--- src/design/bcu_pkg.sv ---
package bcu_pkg;

   localparam int N_W     = 7;
   localparam int VALUE_W = 63;
   localparam int STEP_W  = 6;
   localparam int DEN_W   = STEP_W;
   localparam int WIDE_W  = VALUE_W + N_W;
   localparam int CNT_W   = $clog2(WIDE_W);

   localparam logic [VALUE_W-1:0] VALUE_MAX = {VALUE_W{1'b1}};

   typedef logic [VALUE_W-1:0] value_type;
   typedef logic [WIDE_W-1:0]  wide_type;
   typedef logic [DEN_W-1:0]   den_type;

endpackage

--- src/design/bcu_divider.sv ---
module bcu_divider
   import bcu_pkg::*;
(
   input  logic     clock,
   input  logic     reset,
   input  logic     div_start,
   input  wide_type div_dividend,
   input  den_type  div_divisor,
   output logic     div_done,
   output wide_type div_quotient
);

   logic             running_ff, running_in;
   logic             done_ff, done_in;
   logic [CNT_W-1:0] count_ff, count_in;
   wide_type         quo_ff, quo_in;
   den_type          rem_ff, rem_in;
   den_type          divisor_ff, divisor_in;
   logic [DEN_W:0]   trial;
   den_type          trial_diff;
   logic             fits;
   logic             last;

   // One quotient bit a cycle, restoring form. The dividend shifts out of the
   // top of quo_ff while quotient bits shift in at the bottom.
   always_comb begin
      trial      = {rem_ff, quo_ff[WIDE_W-1]};
      trial_diff = trial[DEN_W-1:0] - divisor_ff;
      fits       = trial >= {1'b0, divisor_ff};
      last       = count_ff == CNT_W'(WIDE_W - 1);

      running_in = running_ff;
      done_in    = 1'b0;
      count_in   = count_ff;
      quo_in     = quo_ff;
      rem_in     = rem_ff;
      divisor_in = divisor_ff;

      if (div_start) begin
         running_in = 1'b1;
         count_in   = '0;
         quo_in     = div_dividend;
         rem_in     = '0;
         divisor_in = div_divisor;
      end else if (running_ff) begin
         quo_in   = {quo_ff[WIDE_W-2:0], fits};
         rem_in   = fits ? trial_diff : trial[DEN_W-1:0];
         count_in = count_ff + CNT_W'(1);
         if (last) begin
            running_in = 1'b0;
            done_in    = 1'b1;
         end
      end
   end

   always_ff @(posedge clock) begin
      if (reset) begin
         running_ff <= 1'b0;
         done_ff    <= 1'b0;
         count_ff   <= '0;
      end else begin
         running_ff <= running_in;
         done_ff    <= done_in;
         count_ff   <= count_in;
      end
   end

   always_ff @(posedge clock) begin
      quo_ff     <= quo_in;
      rem_ff     <= rem_in;
      divisor_ff <= divisor_in;
   end

   assign div_done     = done_ff;
   assign div_quotient = quo_ff;

endmodule

--- src/design/binomial_coefficient_unit.sv ---
// Binomial coefficient unit: computes C(n,k) for 7-bit unsigned n and k.
// An item is taken on a rising edge with start high and busy low; req_n and
// req_k are sampled there and busy stays high until the item is finished.
// The result appears on rsp_value and rsp_error for exactly one cycle, marked
// by rsp_valid; the receiver cannot hold it off, and busy is already low in
// that cycle, so the next item may be started alongside it.
// When k exceeds n, rsp_error is set and rsp_value is zero in the cycle after
// the item is taken; when k is zero or equal to n the value 1 comes equally
// quickly. Otherwise the block runs j = min(k, n-k) steps, each forming
// C(n,i+1) = C(n,i) * (n-i) / (i+1) with one multiply followed by a bit
// serial divide on the shared divider, which forms WIDE_W = 70 quotient bits
// per step. Above n = 66 a coefficient that does not fit in 63 bits ends the
// run early with rsp_value saturated to all ones. Reset returns the sequencer
// to idle and drops any item in flight; no result is issued for it.
module binomial_coefficient_unit
   import bcu_pkg::*;
(
   input  logic             clock,
   input  logic             reset,
   input  logic             start,
   output logic             busy,
   input  logic [N_W-1:0]   req_n,
   input  logic [N_W-1:0]   req_k,
   output logic             rsp_valid,
   output logic [VALUE_W-1:0] rsp_value,
   output logic             rsp_error
);

   localparam logic [1:0] ST_IDLE = 2'd0;
   localparam logic [1:0] ST_MUL  = 2'd1;
   localparam logic [1:0] ST_LOAD = 2'd2;
   localparam logic [1:0] ST_WAIT = 2'd3;

   logic [1:0]        state_ff, state_in;
   logic [N_W-1:0]    n_ff, n_in;
   logic [STEP_W-1:0] i_ff, i_in;
   logic [STEP_W-1:0] j_ff, j_in;
   value_type         prod_ff, prod_in;
   wide_type          wide_ff, wide_in;
   logic              rsp_valid_ff, rsp_valid_in;
   value_type         rsp_value_ff, rsp_value_in;
   logic              rsp_error_ff, rsp_error_in;

   logic              accept;
   logic              k_gt_n;
   logic [N_W-1:0]    n_minus_k;
   logic [STEP_W-1:0] j_new;
   logic [STEP_W-1:0] i_next;
   logic [N_W-1:0]    factor;
   logic              overflow;
   logic              div_start;
   logic              div_done;
   wide_type          div_quotient;

   bcu_divider u_divider (
      .clock        (clock),
      .reset        (reset),
      .div_start    (div_start),
      .div_dividend (wide_ff),
      .div_divisor  (i_next),
      .div_done     (div_done),
      .div_quotient (div_quotient)
   );

   always_comb begin
      accept    = start && !busy;
      k_gt_n    = req_k > req_n;
      n_minus_k = req_n - req_k;
      // With k not above n, the smaller of k and n-k is at most 63.
      j_new     = (req_k > n_minus_k) ? n_minus_k[STEP_W-1:0] : req_k[STEP_W-1:0];
      i_next    = i_ff + STEP_W'(1);
      factor    = n_ff - {1'b0, i_ff};
      // The quotient is exactly C(n,i+1); anything above 63 bits saturates.
      overflow  = |div_quotient[WIDE_W-1:VALUE_W];
      div_start = state_ff == ST_LOAD;
   end

   always_comb begin
      state_in     = state_ff;
      n_in         = n_ff;
      i_in         = i_ff;
      j_in         = j_ff;
      prod_in      = prod_ff;
      wide_in      = wide_ff;
      rsp_valid_in = 1'b0;
      rsp_value_in = rsp_value_ff;
      rsp_error_in = rsp_error_ff;

      unique case (state_ff)
         ST_IDLE: begin
            if (accept) begin
               n_in    = req_n;
               j_in    = j_new;
               i_in    = '0;
               prod_in = VALUE_W'(1);
               if (k_gt_n) begin
                  rsp_valid_in = 1'b1;
                  rsp_value_in = '0;
                  rsp_error_in = 1'b1;
               end else if (j_new == '0) begin
                  rsp_valid_in = 1'b1;
                  rsp_value_in = VALUE_W'(1);
                  rsp_error_in = 1'b0;
               end else begin
                  state_in = ST_MUL;
               end
            end
         end
         ST_MUL: begin
            wide_in  = WIDE_W'(prod_ff) * WIDE_W'(factor);
            state_in = ST_LOAD;
         end
         ST_LOAD: begin
            state_in = ST_WAIT;
         end
         ST_WAIT: begin
            if (div_done) begin
               if (overflow) begin
                  rsp_valid_in = 1'b1;
                  rsp_value_in = VALUE_MAX;
                  rsp_error_in = 1'b0;
                  state_in     = ST_IDLE;
               end else begin
                  prod_in = div_quotient[VALUE_W-1:0];
                  if (i_next == j_ff) begin
                     rsp_valid_in = 1'b1;
                     rsp_value_in = div_quotient[VALUE_W-1:0];
                     rsp_error_in = 1'b0;
                     state_in     = ST_IDLE;
                  end else begin
                     i_in     = i_next;
                     state_in = ST_MUL;
                  end
               end
            end
         end
      endcase
   end

   always_ff @(posedge clock) begin
      if (reset) begin
         state_ff     <= ST_IDLE;
         rsp_valid_ff <= 1'b0;
      end else begin
         state_ff     <= state_in;
         rsp_valid_ff <= rsp_valid_in;
      end
   end

   always_ff @(posedge clock) begin
      n_ff         <= n_in;
      i_ff         <= i_in;
      j_ff         <= j_in;
      prod_ff      <= prod_in;
      wide_ff      <= wide_in;
      rsp_value_ff <= rsp_value_in;
      rsp_error_ff <= rsp_error_in;
   end

   assign busy      = state_ff != ST_IDLE;
   assign rsp_valid = rsp_valid_ff;
   assign rsp_value = rsp_value_ff;
   assign rsp_error = rsp_error_ff;

`ifndef SYNTHESIS
   assert property (@(posedge clock) disable iff (reset)
      rsp_valid && rsp_error |-> rsp_value == '0)
      else $error("error result carries a non-zero value");

   assert property (@(posedge clock) disable iff (reset)
      start && !busy && (req_k > req_n) |=> rsp_valid && rsp_error && !busy)
      else $error("k above n did not give an immediate error result");

   assert property (@(posedge clock) disable iff (reset)
      rsp_valid |-> !busy)
      else $error("result issued while an item is still in progress");

   assert property (@(posedge clock) disable iff (reset)
      div_done |-> state_ff == ST_WAIT)
      else $error("divider finished outside the wait state");
`endif

endmodule
--- config.mk ---
export PLATFORM = sky130hd
export DESIGN_NAME = binomial_coefficient_unit
export DESIGN_NICKNAME = d
export VERILOG_FILES = /design/src/design/bcu_pkg.sv /design/src/design/bcu_divider.sv /design/src/design/binomial_coefficient_unit.sv
export SDC_FILE = /design/constraint.sdc
export NUM_CORES = 2
export LEC_CHECK = 0
export ABC_AREA = 1
export ABC_CLOCK_PERIOD_IN_PS = 7400
export BUFFER_PORTS_ARGS = -buffer_cell sky130_fd_sc_hd__buf_2
export CAP_MARGIN = 20
export CORE_AREA = 2 2 211 213
export CTS_BUF_LIST = sky130_fd_sc_hd__clkbuf_4 sky130_fd_sc_hd__clkbuf_8
export DETAILED_ROUTE_END_ITERATION = 8
export DIE_AREA = 0 0 213 215
export GPL_TIMING_DRIVEN = 0
export MAX_ROUTING_LAYER = met4
export PLACE_DENSITY_LB_ADDON = 0.25
export SLEW_MARGIN = 15
export SYNTH_ARGS = -nofsm -noshare
export SYNTH_HDL_FRONTEND = slang
export SYNTH_SLANG_ARGS = --single-unit
--- constraint.sdc ---
create_clock -name clock -period 7.4 [get_ports clock]
set_input_delay 0.37 -clock clock [delete_from_list [all_inputs] [get_ports clock]]
set_output_delay 0.37 -clock clock [all_outputs]
set_load 0.01 [all_outputs]
==> out/metrics.cfg <==
[hold_path]
hold_start = req_k[4]
min_path_cells = 3
hp-class = in2reg
hold_path_end = j_ff[4]$_DFFE_PP_

[grt]
grt_pass1_wl_um = 122900
antenna_found_initial = 2
first_global_vias = 23460
grt_max_degree = 55
grt.total_usage_pct = 36.22
gr-total-overflow = 0

[route]
ant_nets = 0
drc_errors = 0
wl_per_cell_um = 18.52
wirelength_um = 77260
dr.pass1.iters = 6
dr.first_iter.drc_count = 2203
num_vias = 22550
via_per_inst = 5.406

[setup_path]
rr_endpoint = wide_ff[51]$_DFFE_PN_
critPathMostFrequentCell = inv_1
reg2reg_depth = 25
slowest_delay_ps = 560
worstPathRequired_ps = 7820
ff2ff_setup_slack_ps = 200
critPathMaxFanout = 10
critPathArrivalTime_ps = 7620
start_kind = flop
crit_type = reg2reg
end_kind = flop
cp_slowest_cell = fa_1
rr_startpoint = i_ff[1]$_SDFFCE_PN0P_

[floorplan]
start_util_pct = 64.13
die_area_um2 = 45800
die_w_um = 213
die_height_um = 215
io_pins = 83
core_area_um2 = 43640
rows = 77

[logic_synthesis]
seq_area_frac_synth_pct = 32.62
avgSynthCellArea_um2 = 8.266
yosysWarnings = 0
synthFlopType = edfxtp_1
async_reset_ff_share_pct = 0
ys_seq_elements = 310
synthCells = 3386
syn-cell-area_um2 = 27990
syn-num-nets = 3831
synth_edf_count = 292
ys_types = 48

[placed_design]
dpl_cell_area_um2 = 29320
hpwl_um = 62240
port_buffers = 82
gp_congestion = 0.9890

[outcome]
status = finished clean

[final_layout]
drive_above_1_share_pct = 8.215
final_cell_mix = nand2_1 (842), inv_1 (832), nor2_1 (372)
layout_commonest_cell = nand2_1
fillerInstances = 3460
nNetsFinal = 3985
areaGrowthSynthToFinish_pct = 9.084
fin_util_pct = 69.96
fin_area_um2 = 30530
insertedDiodeCount = 0

[timing]
skew_ps = 49.76
slew_headroom_pct = 19.72
rsz0062_at_grt = no
fin_crit_ps = 7202
worstMarginPinSlew_ps = 1204
finalHoldViolations = 0
max_clock_freq_ghz = 0.1389
hold_ws_ps = 44.05
finalSetupViolCount = 0
slew_viol_final = 0
setup_tns_ps = 0
period_share_pct = 97.32

[cts]
cts.sinks = 310
cts_root_buf = clkbuf_8
cts_tree = built
htreeDepth = 2
clk_path_buf_depth = 3
cts_buffers = 56
insertion_delay_ps = 690
clk_pin_slew_ps = 60

[flow_run]
drv_cap = 0

## worst max path at each step
stage                                   startpoint                   endpoint  slack (ps)  depth (start not counted)
after global placement    state_ff[0]$_SDFFE_PP0P_  prod_ff[35]$_SDFFCE_PN0P_         120                          7
after floorplan              i_ff[0]$_SDFFCE_PN0P_      wide_ff[60]$_DFFE_PN_        1710                         26
after global routing         i_ff[1]$_SDFFCE_PN0P_      wide_ff[51]$_DFFE_PN_          20                         25
final                        i_ff[1]$_SDFFCE_PN0P_      wide_ff[51]$_DFFE_PN_         200                         25
after detailed placement     i_ff[0]$_SDFFCE_PN0P_      wide_ff[53]$_DFFE_PN_          60                         26
after CTS                    i_ff[0]$_SDFFCE_PN0P_      wide_ff[52]$_DFFE_PN_          90                         24
## flip-flops by register name, indices dropped and copies added (netlist names)
name                    cells
n_ff                        7
i_ff                        6
state_ff                    2
u_divider.div_quotient     70
prod_ff                    63
u_divider.div_done          1
rsp_value                  63
wide_ff                    70
rsp_error                   1
rsp_valid                   1
u_divider.running_ff        1
u_divider.rem_ff            6
u_divider.count_ff          7
j_ff                        6
u_divider.divisor_ff        6
## synthesized netlist by cell type (8+ instances only)
library cell / instances / area [µm²]
nand2_1: 844 / 3168
ha_1: 121 / 1514
o21a_1: 8 / 60.06
nor2_2: 23 / 143.9
edfxtp_1: 292 / 8768
o21ai_0: 75 / 375.4
xor2_1: 44 / 385.4
fa_1: 307 / 6146
dfxtp_1: 18 / 360.4
nor3_1: 24 / 120.1
a21oi_1: 133 / 665.6
xnor2_1: 17 / 148.9
buf_2: 13 / 65.06
nand2_2: 17 / 106.4
nand4_1: 23 / 143.9
o21ai_2: 10 / 87.58
buf_1: 8 / 30.03
nand3_1: 68 / 340.3
clkbuf_1: 44 / 165.2
inv_1: 833 / 3127
nor2_1: 372 / 1396
o21bai_1: 10 / 75.07
inv_2: 9 / 33.78
## layer usage
metal / share of wire [%] / vias to the layer above / wire, µm / track usage (%)
met2: 47 / 931 / 36200 / 56.81
met3: 7.9 / 186 / 6127 / 7.409
met4: 4.1 / 0 / 3172 / 14.62
met5: 0 / - / 0 / -
li1: - / 10510 / - / -
met1: 41 / 10920 / 31760 / 46.23
## layout make-up
cell class | instances | area [µm²] | share of cell area (%)
clock buffers | 78 | 954.7 | 3.127
well taps | 592 | 740.7 | 2.426
plain buffers | 72 | 355.3 | 1.164
repair buffers | 97 | 648.1 | 2.123
flip-flops and latches | 310 | 9129 | 29.90
clock inverters | 19 | 132.6 | 0.4344
inverters | 843 | 3167 | 10.37
multi-input cells | 2160 | 15400 | 50.45
## worst max-delay path, delay by kind of cell (launching register included)
| family | cells | cell delay, ps |
|---|---|---|
| AOI/OAI and AO/OA | 7 | 1510 |
| xor gates and xnor gates | 1 | 370 |
| and+or+nand+nor | 4 | 720 |
| adders and majority gates | 6 | 2620 |
| DFF | 1 | 460 |
| buffers and inverters | 7 | 1230 |
## kinds of logic (layout without fill, tap and decap cells)
| logic type | Yosys count | count (layout) | share of synthesized area, % |
|---|---|---|---|
| adders and majority gates | 428 | 428 | 27.37 |
| DFF | 310 | 310 | 32.62 |
| and+or+nand+nor | 1397 | 1397 | 20.06 |
| AOI/OAI and AO/OA | 274 | 274 | 5.552 |
| xor gates and xnor gates | 61 | 61 | 1.909 |
| buffers and inverters | 916 | 1109 | 12.49 |
## per-stage QoR
stage | worst slack [ps] | std cells
3_3_place_gp | 122.5 | 4060
2_1_floorplan | 1715 | 3386
5_1_grt | 16.73 | 4171
3_5_place_dp | 56.83 | 4066
6_report | 198.2 | 4171
4_1_cts | 94.05 | 4170
## repair_timing
item | CTS | global route
hold endpoints to repair | 9 | 0
gates resized for setup | 1 | 20
pin swaps | 0 | 1
setup endpoints to repair | 1 | 18
hold buffers | 8 | 0
buffers inserted | 0 | 1
Power is left out: the tool's default activity adds up to more than one toggle a clock period on the data nets, which glitch-free logic cannot reach.
